--- config.mk ---
export PLATFORM = sky130hd
export DESIGN_NAME = pad_bus_packet_sequencer_flat
export DESIGN_NICKNAME = d
export VERILOG_FILES = /design/src/rtl/pbps_pkg.sv /design/src/rtl/pbps_if.sv /design/src/rtl/pbps_out_reg.sv /design/src/rtl/pad_bus_packet_sequencer.sv /design/src/flat_wrapper.sv
export SDC_FILE = /design/constraint.sdc
export NUM_CORES = 2
export LEC_CHECK = 0
export BUFFER_PORTS_ARGS = -buffer_cell sky130_fd_sc_hd__clkbuf_2
export CELL_PAD_IN_SITES_DETAIL_PLACEMENT = 2
export CELL_PAD_IN_SITES_GLOBAL_PLACEMENT = 2
export CORE_MARGIN = 2
export CORE_UTILIZATION = 49
export CTS_CLUSTER_SIZE = 25
export DETAILED_ROUTE_END_ITERATION = 12
export PLACE_DENSITY = 0.76
export SYNTH_ARGS = -nofsm -noshare
export SYNTH_HDL_FRONTEND = slang
export SYNTH_SLANG_ARGS = --single-unit
--- constraint.sdc ---
create_clock -name clk -period 6.95 [get_ports clk]
set_input_delay 1.39 -clock clk [delete_from_list [all_inputs] [get_ports clk]]
set_output_delay 1.39 -clock clk [all_outputs]
set_load 0.02 [all_outputs]
--- src/rtl/pbps_pkg.sv ---
// ----------------------------------------------------------------------------
// pbps_pkg: controller bus packet sequencer shared types
// Op codes, configuration indexes, reset values and the result word layout.
// ----------------------------------------------------------------------------
package pbps_pkg;

  localparam logic [2:0] OP_START = 3'd0;
  localparam logic [2:0] OP_TICK  = 3'd1;
  localparam logic [2:0] OP_ACK   = 3'd2;
  localparam logic [2:0] OP_RECV  = 3'd3;
  localparam logic [2:0] OP_LOAD  = 3'd4;

  localparam logic [1:0] CFG_SELECT_DELAY = 2'd0;
  localparam logic [1:0] CFG_ACK_TIMEOUT  = 2'd1;
  localparam logic [1:0] CFG_PORT_TWO     = 2'd2;

  localparam logic [9:0] SELECT_DELAY_RESET = 10'd60;
  localparam logic [9:0] ACK_TIMEOUT_RESET  = 10'd120;
  localparam logic [9:0] TICK_MAX           = 10'd1023;
  localparam logic [8:0] COUNT_MAX          = 9'd511;

  typedef struct packed {
    logic       select_line;
    logic       port_select;
    logic       send_valid;
    logic [7:0] send_byte;
    logic       reply_valid;
    logic [7:0] reply_byte;
    logic       finished;
    logic [8:0] reply_count;
    logic       busy_res;
  } result_t;

endpackage

--- src/rtl/pbps_if.sv ---
// ----------------------------------------------------------------------------
// pbps_if: item and result channels
// Valid/ready channels carrying one input word and one result word.
// ----------------------------------------------------------------------------
interface pbps_item_if;
  logic       valid;
  logic       ready;
  logic [2:0] op;
  logic [7:0] data_byte;
  logic [8:0] request_length;
  logic [8:0] max_response;

  modport source (output valid, op, data_byte, request_length, max_response, input ready);
  modport sink (input valid, op, data_byte, request_length, max_response, output ready);
endinterface

interface pbps_result_if;
  logic       valid;
  logic       ready;
  logic       select_line;
  logic       port_select;
  logic       send_valid;
  logic [7:0] send_byte;
  logic       reply_valid;
  logic [7:0] reply_byte;
  logic       finished;
  logic [8:0] reply_count;
  logic       busy_res;

  modport source (output valid, select_line, port_select, send_valid, send_byte,
                  reply_valid, reply_byte, finished, reply_count, busy_res,
                  input ready);
  modport sink (input valid, select_line, port_select, send_valid, send_byte,
                reply_valid, reply_byte, finished, reply_count, busy_res,
                output ready);
endinterface

--- src/rtl/pbps_out_reg.sv ---
// ----------------------------------------------------------------------------
// pbps_out_reg: result output register
// Holds one result word until the sink takes it; refills in the same cycle.
// ----------------------------------------------------------------------------
module pbps_out_reg (
  input  logic              clk,
  input  logic              rst,
  input  logic              load,
  output logic              free,
  input  pbps_pkg::result_t word,
  pbps_result_if.source     result
);

  logic              full;
  pbps_pkg::result_t held;

  assign free = !full || result.ready;

  always_ff @(posedge clk) begin
    if (rst) begin
      full <= 1'b0;
    end else if (free) begin
      full <= load;
    end
  end

  always_ff @(posedge clk) begin
    if (free && load) begin
      held <= word;
    end
  end

  assign result.valid       = full;
  assign result.select_line = held.select_line;
  assign result.port_select = held.port_select;
  assign result.send_valid  = held.send_valid;
  assign result.send_byte   = held.send_byte;
  assign result.reply_valid = held.reply_valid;
  assign result.reply_byte  = held.reply_byte;
  assign result.finished    = held.finished;
  assign result.reply_count = held.reply_count;
  assign result.busy_res    = held.busy_res;

endmodule

--- src/rtl/pad_bus_packet_sequencer.sv ---
// ----------------------------------------------------------------------------
// pad_bus_packet_sequencer: controller bus packet sequencer, master side
// Buffers request bytes, runs select, address, acknowledge and byte exchange
// phases on tick, acknowledge and receive events, and reports the reply count.
// ----------------------------------------------------------------------------
// channel   dir   handshake      word
// item      in    valid/ready    op, data_byte, request_length, max_response
// result    out   valid/ready    select_line .. busy_res, one per item
// wr_*      in    wr_en only     select_delay_us, ack_timeout_us, port_two
//
// One item per cycle while the output register is free; each result is
// registered and appears in the cycle after its item. The request buffer is
// read ahead at the next send index, so a request byte is ready on the cycle
// its acknowledge arrives. Synchronous reset; the request buffer keeps its
// contents over reset. A stalled result holds in the output register;
// item.ready falls only while that register is full and not taken.
// ----------------------------------------------------------------------------
module pad_bus_packet_sequencer #(
  parameter int REQUEST_DEPTH = 256
) (
  input  logic        clk,
  input  logic        rst,
  input  logic        wr_en,
  input  logic [1:0]  wr_index,
  input  logic [9:0]  wr_data,
  pbps_item_if.sink   item,
  pbps_result_if.source result
);

  localparam int IDX_W  = $clog2(REQUEST_DEPTH);
  localparam int LEFT_W = $clog2(REQUEST_DEPTH + 1);
  localparam int CMP_W  = (LEFT_W > 9) ? LEFT_W : 9;

  typedef enum logic [2:0] {
    PH_IDLE, PH_SELWAIT, PH_ADDRACK, PH_XFER, PH_BYTEACK, PH_ENDWAIT
  } phase_t;

  logic [9:0] select_delay_us;
  logic [9:0] ack_timeout_us;
  logic       port_two;

  phase_t             phase, phase_next;
  logic [9:0]         tick_count, tick_count_next;
  logic               ack_latched, ack_latched_next;
  logic [IDX_W-1:0]   load_pointer, load_pointer_next;
  logic [IDX_W-1:0]   send_index, send_index_next;
  logic [LEFT_W-1:0]  request_left, request_left_next;
  logic [8:0]         reply_total, reply_total_next;
  logic [8:0]         reply_limit, reply_limit_next;
  logic [7:0]         address_hold, address_hold_next;

  logic [7:0]         req_mem [REQUEST_DEPTH];
  logic [7:0]         rd_data;
  logic               mem_we;

  logic               fire;
  logic               out_free;
  pbps_pkg::result_t  word;

  logic               chk, ends;
  logic [9:0]         tick_inc;

  assign item.ready = out_free;
  assign fire       = item.valid && out_free;
  assign tick_inc   = (tick_count == pbps_pkg::TICK_MAX) ? tick_count : tick_count + 10'd1;

  always_ff @(posedge clk) begin
    if (rst) begin
      select_delay_us <= pbps_pkg::SELECT_DELAY_RESET;
      ack_timeout_us  <= pbps_pkg::ACK_TIMEOUT_RESET;
      port_two        <= 1'b0;
    end else if (wr_en) begin
      case (wr_index)
        pbps_pkg::CFG_SELECT_DELAY: select_delay_us <= wr_data;
        pbps_pkg::CFG_ACK_TIMEOUT:  ack_timeout_us  <= wr_data;
        pbps_pkg::CFG_PORT_TWO:     port_two        <= wr_data[0];
        default: ;
      endcase
    end
  end

  always_comb begin
    phase_next        = phase;
    tick_count_next   = tick_count;
    ack_latched_next  = ack_latched;
    load_pointer_next = load_pointer;
    send_index_next   = send_index;
    request_left_next = request_left;
    reply_total_next  = reply_total;
    reply_limit_next  = reply_limit;
    address_hold_next = address_hold;
    mem_we            = 1'b0;
    chk               = 1'b0;
    ends              = 1'b0;
    word              = '0;

    if (fire) begin
      case (item.op)
        pbps_pkg::OP_START: begin
          if (phase == PH_IDLE) begin
            address_hold_next = item.data_byte;
            request_left_next = (CMP_W'(item.request_length) > CMP_W'(REQUEST_DEPTH))
                                ? LEFT_W'(REQUEST_DEPTH) : LEFT_W'(item.request_length);
            reply_limit_next  = item.max_response;
            reply_total_next  = '0;
            send_index_next   = '0;
            load_pointer_next = '0;
            ack_latched_next  = 1'b0;
            phase_next        = PH_SELWAIT;
            tick_count_next   = '0;
            if (select_delay_us == '0) begin
              word.send_valid = 1'b1;
              word.send_byte  = item.data_byte;
              phase_next      = PH_ADDRACK;
              chk             = 1'b1;
            end
          end
        end
        pbps_pkg::OP_TICK: begin
          if (phase == PH_SELWAIT) begin
            tick_count_next = tick_inc;
            if (tick_inc >= select_delay_us) begin
              word.send_valid = 1'b1;
              word.send_byte  = address_hold;
              phase_next      = PH_ADDRACK;
              tick_count_next = '0;
              chk             = 1'b1;
            end
          end else if (phase == PH_ADDRACK || phase == PH_BYTEACK) begin
            tick_count_next = tick_inc;
            if (tick_inc >= ack_timeout_us) begin
              ends = 1'b1;
            end
          end else if (phase == PH_ENDWAIT) begin
            tick_count_next = tick_inc;
            if (tick_inc >= select_delay_us) begin
              phase_next    = PH_IDLE;
              word.finished = 1'b1;
            end
          end
        end
        pbps_pkg::OP_ACK: begin
          ack_latched_next = 1'b1;
          if (phase == PH_ADDRACK || phase == PH_BYTEACK) begin
            chk = 1'b1;
          end
        end
        pbps_pkg::OP_RECV: begin
          if (phase == PH_XFER) begin
            word.reply_valid = 1'b1;
            word.reply_byte  = item.data_byte;
            if (reply_total != pbps_pkg::COUNT_MAX) begin
              reply_total_next = reply_total + 9'd1;
            end
            phase_next      = PH_BYTEACK;
            tick_count_next = '0;
            chk             = 1'b1;
          end
        end
        pbps_pkg::OP_LOAD: begin
          if (phase == PH_IDLE) begin
            mem_we            = 1'b1;
            load_pointer_next = (load_pointer == IDX_W'(REQUEST_DEPTH - 1))
                                ? '0 : load_pointer + 1'b1;
          end
        end
        default: ;
      endcase

      if (chk) begin
        if (ack_timeout_us == '0) begin
          ends = 1'b1;
        end else if (ack_latched_next) begin
          ack_latched_next = 1'b0;
          if (reply_total_next < reply_limit_next) begin
            word.send_valid = 1'b1;
            if (request_left_next != '0) begin
              word.send_byte    = rd_data;
              request_left_next = request_left_next - 1'b1;
              send_index_next   = (send_index_next == IDX_W'(REQUEST_DEPTH - 1))
                                  ? '0 : send_index_next + 1'b1;
            end else begin
              word.send_byte = '0;
            end
            phase_next = PH_XFER;
          end else begin
            ends = 1'b1;
          end
        end
      end

      if (ends) begin
        phase_next      = PH_ENDWAIT;
        tick_count_next = '0;
        if (select_delay_us == '0) begin
          phase_next    = PH_IDLE;
          word.finished = 1'b1;
        end
      end
    end

    word.select_line = (phase_next != PH_IDLE);
    word.busy_res    = (phase_next != PH_IDLE);
    word.port_select = port_two;
    word.reply_count = reply_total_next;
  end

  always_ff @(posedge clk) begin
    if (rst) begin
      phase        <= PH_IDLE;
      tick_count   <= '0;
      ack_latched  <= 1'b0;
      load_pointer <= '0;
      send_index   <= '0;
      request_left <= '0;
      reply_total  <= '0;
      reply_limit  <= '0;
      address_hold <= '0;
    end else begin
      phase        <= phase_next;
      tick_count   <= tick_count_next;
      ack_latched  <= ack_latched_next;
      load_pointer <= load_pointer_next;
      send_index   <= send_index_next;
      request_left <= request_left_next;
      reply_total  <= reply_total_next;
      reply_limit  <= reply_limit_next;
      address_hold <= address_hold_next;
    end
  end

  always_ff @(posedge clk) begin
    if (mem_we) begin
      req_mem[load_pointer] <= item.data_byte;
    end
  end

  always_ff @(posedge clk) begin
    if (mem_we && load_pointer == send_index_next) begin
      rd_data <= item.data_byte;
    end else begin
      rd_data <= req_mem[send_index_next];
    end
  end

  pbps_out_reg u_out_reg (
    .clk    (clk),
    .rst    (rst),
    .load   (fire),
    .free   (out_free),
    .word   (word),
    .result (result)
  );

`ifndef SYNTHESIS
  a_fire_gives_result: assert property (@(posedge clk) disable iff (rst)
    fire |=> result.valid)
    else $error("accepted item produced no result word");

  a_start_leaves_idle: assert property (@(posedge clk) disable iff (rst)
    (fire && item.op == pbps_pkg::OP_START && phase == PH_IDLE &&
     select_delay_us != '0) |=> phase != PH_IDLE)
    else $error("start in idle did not begin a packet");

  a_result_held: assert property (@(posedge clk) disable iff (rst)
    (result.valid && !result.ready) |=> result.valid && $stable(result.send_byte) &&
      $stable(result.reply_byte) && $stable(result.reply_count))
    else $error("stalled result word changed");

  a_finished_released: assert property (@(posedge clk) disable iff (rst)
    (result.valid && result.finished) |-> !result.select_line && !result.busy_res)
    else $error("finished word with select still asserted");
`endif

endmodule
--- src/flat_wrapper.sv ---
// flat-port wrapper written by rule: the top's interface ports become plain ports
module pad_bus_packet_sequencer_flat 
#(
  parameter int REQUEST_DEPTH = 256
)
  (clk, rst, wr_en, wr_index, wr_data, item_valid, item_op, item_data_byte, item_request_length, item_max_response, item_ready, result_valid, result_select_line, result_port_select, result_send_valid, result_send_byte, result_reply_valid, result_reply_byte, result_finished, result_reply_count, result_busy_res, result_ready);
  pbps_item_if item_i ();
  pbps_result_if result_i ();
  input  logic clk;
  input  logic rst;
  input  logic wr_en;
  input  logic [1:0] wr_index;
  input  logic [9:0] wr_data;
  input wire logic [$bits(item_i.valid)-1:0] item_valid;
  input wire logic [$bits(item_i.op)-1:0] item_op;
  input wire logic [$bits(item_i.data_byte)-1:0] item_data_byte;
  input wire logic [$bits(item_i.request_length)-1:0] item_request_length;
  input wire logic [$bits(item_i.max_response)-1:0] item_max_response;
  output wire logic [$bits(item_i.ready)-1:0] item_ready;
  output wire logic [$bits(result_i.valid)-1:0] result_valid;
  output wire logic [$bits(result_i.select_line)-1:0] result_select_line;
  output wire logic [$bits(result_i.port_select)-1:0] result_port_select;
  output wire logic [$bits(result_i.send_valid)-1:0] result_send_valid;
  output wire logic [$bits(result_i.send_byte)-1:0] result_send_byte;
  output wire logic [$bits(result_i.reply_valid)-1:0] result_reply_valid;
  output wire logic [$bits(result_i.reply_byte)-1:0] result_reply_byte;
  output wire logic [$bits(result_i.finished)-1:0] result_finished;
  output wire logic [$bits(result_i.reply_count)-1:0] result_reply_count;
  output wire logic [$bits(result_i.busy_res)-1:0] result_busy_res;
  input wire logic [$bits(result_i.ready)-1:0] result_ready;
  assign item_i.valid = item_valid;
  assign item_i.op = item_op;
  assign item_i.data_byte = item_data_byte;
  assign item_i.request_length = item_request_length;
  assign item_i.max_response = item_max_response;
  assign item_ready = item_i.ready;
  assign result_valid = result_i.valid;
  assign result_select_line = result_i.select_line;
  assign result_port_select = result_i.port_select;
  assign result_send_valid = result_i.send_valid;
  assign result_send_byte = result_i.send_byte;
  assign result_reply_valid = result_i.reply_valid;
  assign result_reply_byte = result_i.reply_byte;
  assign result_finished = result_i.finished;
  assign result_reply_count = result_i.reply_count;
  assign result_busy_res = result_i.busy_res;
  assign result_i.ready = result_ready;
  pad_bus_packet_sequencer #(.REQUEST_DEPTH(REQUEST_DEPTH)) u_core (.clk(clk), .rst(rst), .wr_en(wr_en), .wr_index(wr_index), .wr_data(wr_data), .item(item_i), .result(result_i));
endmodule
==> impl_metrics.ini <==
[run_status]
failed_checks = capacitance limit, slew limit
status = finished with violations

[timing]
slew_headroom_pct = -3.82
fin_crit_ps = 6070
finClkSkew_ps = 59.5
final-setup-viol-count = 0
slew_viol_final = 2
finalCritPeriodShare_pct = 87.4
hold_slack_ps = 489
worstMarginPinSlew_ps = 1540
rsz0062_at_grt = false
hold_violations = 0
fin_setup_tns_ps = 0
fin_ws_ps = 877
fmax_mhz = 165

[finish]
fin_nets = 5021
areaGrowthSynthToFinish_pct = 11.9
drive_gt1_share_pct = 18.0
final_cell_area_mm2 = 0.0973
final_cells = 7488

[setup_path]
crit_top_cell = nor2_1
r2r_slack_ps = 1210
cp-end-kind = flop
regToRegStartpoint = u_core.phase[0]
rr_endpoint = u_core.u_out_reg.result.send_byte[6]
cp-start-kind = primary input
worst_r2r_path_depth = 15
critical_path.top_delay_family = simple AND/OR/NAND/NOR gates
critical_path_buf_inv_count = 2
critPathLaunch = item_op[0]
cp_data_arrival_time_ps = 6570
required_ps = 7450
crit_path_max_fanout = 15
crit_type = in -> reg
slowest_stage = nor2_1
critPathMaxStageDelay_ps = 1280
path_cells = clkbuf_2 -> nor2_1 -> nand3_1 -> nor2_1 -> nand2_1 -> buf_4 -> nor3_1 -> nand3_1 -> nor2_1

[detailed_routing]
detail_route.iter0.violations = 8007
ant_nets = 0
drt_pre_antenna_iters = 6
vias = 53900
vias_per_cell = 7.20
wl_um = 346000
drc = 0
wl_per_cell_um = 46.2

[clock_tree]
cts_tree = built
cts.sinks = 2173
clockBufferDepth = 3
clk_latency_ps = 930
cts.repair.resized = 0
path_clk_slew_ps = 60
cts_setup_buffers = 0
cts-root-buf = clkbuf_16
numCtsBuffers = 221
postCtsHoldBufs = 0
htreeDepth = 4

[floorplanning]
coreArea_mm2 = 0.176
die_area_mm2 = 0.181
initial_core_util_pct = 49.3
die_w_um = 425
row_count = 154
io_pins = 79
dieHeight_um = 425

[place]
pre_cts_slack_ps = 558
place_area_mm2 = 0.0902
placed_cells = 7055
portBuffers = 78
hpwl_um = 198000
place_congestion = 0.832

[job]
maxCapViolCount = 1

[synth]
synth_area_leaders = edfxtp_1, mux4_2, mux2i_1
synthCells = 4819
ys.flop_type = edfxtp_1
async_reset_ff_share_pct = 0
synth-seq-cells = 2173
netlist.area_leader.share_pct = 71.8
yosysTopAreaCell = edfxtp_1
synth_edf_count = 2078
ys_seq_area_share_pct = 74.0
postSynthAreaPerCell_um2 = 18.0
synth_warnings = 0
syn_nets = 4901
synth_cell_types = 78
syn_area_mm2 = 0.0869

[worst_hold_path]
min_path_type = reg -> reg
min_to = u_core.ack_timeout_us[1]
hp-start = u_core.ack_timeout_us[1]
min_path_cells = 2

[power_and_ir_drop]
p_leak_nw = 29.3
power_density_mw_per_mm2 = 279
irDropWorstVdd_mv = 0.263

[grt]
grt.overflow.total = 0
grt_pass1_vias = 56000
track_usage_pct = 38.2
antenna_found_initial = 24
grt_pass1_wl_um = 478000
grt_max_degree = 193
-- sequential cells by signal, indices dropped and copies added, names as in the netlist, named ones only --
register / count
u_core.req_mem: 2048
u_core.ack_timeout_us: 10
u_core.select_delay_us: 10
u_core.tick_count: 10
u_core.reply_limit: 9
u_core.reply_total: 9
u_core.request_left: 9
u_core.u_out_reg.result.reply_count: 9
u_core.address_hold: 8
u_core.load_pointer: 8
u_core.send_index: 8
u_core.u_out_reg.result.reply_byte: 8
u_core.u_out_reg.result.send_byte: 8
u_core.phase: 3
u_core.ack_latched: 1
u_core.port_two: 1
u_core.u_out_reg.result.busy_res: 1
u_core.u_out_reg.result.finished: 1
u_core.u_out_reg.result.port_select: 1
u_core.u_out_reg.result.reply_valid: 1
u_core.u_out_reg.result.send_valid: 1
u_core.u_out_reg.result.valid: 1
-- cell usage after synthesis, types with 21 or more instances --
cell         n
edfxtp_1  2078
buf_4       36
mux2i_1    393
inv_1       31
a21oi_1    132
nor3_1      56
o211ai_1    21
a221o_1     39
buf_2       54
mux4_2     349
clkbuf_1   177
buf_1       30
ha_1        36
nand4_1     23
o21ai_0    109
nand2_1    176
a211oi_1    39
and2_1      23
a22oi_1     50
nand2b_1    29
o31ai_1     29
dfxtp_1     95
nand3_1     41
nor2_1     377
a221oi_1   131
-- worst min-delay path, cell delays in order (launching register included) --
cell and delay (ps):
dfxtp_1 320, nand2_1 60, a21oi_1 60
-- cell families (layout without fill, tap and decap cells) --
logic type	count (synthesis)	in the layout	share of synthesized area [%]
mux	750	750	13.7
other cells	0	13	0
flops	2173	2173	74.0
compound gates	682	682	5.64
xor+xnor	13	13	0.131
fa+ha+maj	36	36	0.518
simple gates	833	833	4.36
buf+inv	332	648	1.68
-- how the worst max path moves through the flow --
stage	end	slack (ps)	cells past startpoint
detailed placement	u_core.req_mem[146][2]	560	9
CTS	u_core.req_mem[146][0]	1210	9
global route	u_core.req_mem[146][2]	850	9
floorplan	u_core.send_index[7]	1600	15
global placement	u_core.send_index[7]	1000	13
finish	u_core.req_mem[146][2]	880	9
-- power by group --
group | total, mW | leakage [nW] | internal (mW) | switching (mW)
clock | 12.3 | 3.47 | 6.61 | 5.70
sequential | 14.4 | 19.5 | 14.3 | 0.0214
combinational | 0.494 | 6.33 | 0.0788 | 0.415
-- placed cells by master (no fill, tap or decap), types with 36 or more instances in the layout --
cell type	n
o21ai_0	109
nand2_1	164
nand3_1	41
mux2i_1	393
clkbuf_16	224
a211oi_1	39
a221o_1	39
dfxtp_1	88
nor2_1	375
clkbuf_1	41
a21oi_1	132
clkinv_1	59
clkinv_2	57
nor3_1	55
a221oi_1	131
buf_4	98
mux4_2	349
a22oi_1	50
edfxtp_1	2078
ha_1	36
clkbuf_2	70
-- through the flow --
step | util, % | power, mW
2_1_floorplan | - | 14.8
3_3_place_gp | 51.2 | 15.1
3_5_place_dp | 51.2 | 15.1
4_1_cts | 55.2 | 27.2
5_1_grt | 55.2 | 27.6
6_report | 55.2 | 27.2
-- layout make-up --
cell class / count / area (um2)
timing repair buffer: 195 / 1580
fill: 15100 / 78800
antenna: 13 / 32.5
clock buffer: 268 / 5800
inverter: 34 / 136
multi-input combinational: 2314 / 21200
clock inverter: 151 / 1260
tap: 2340 / 2930
sequential: 2173 / 64300
-- routing by layer --
layer  vias up  part of all wire [%]  GRT usage, %
met5         -                 0.035             0
met4        18                   6.1          20.3
met3      1012                   9.6          8.37
met2      4216                    48          61.2
met1     28800                    36          48.9
li1      19900                     -             -
Note: power is estimated with default switching activity, not from simulation.
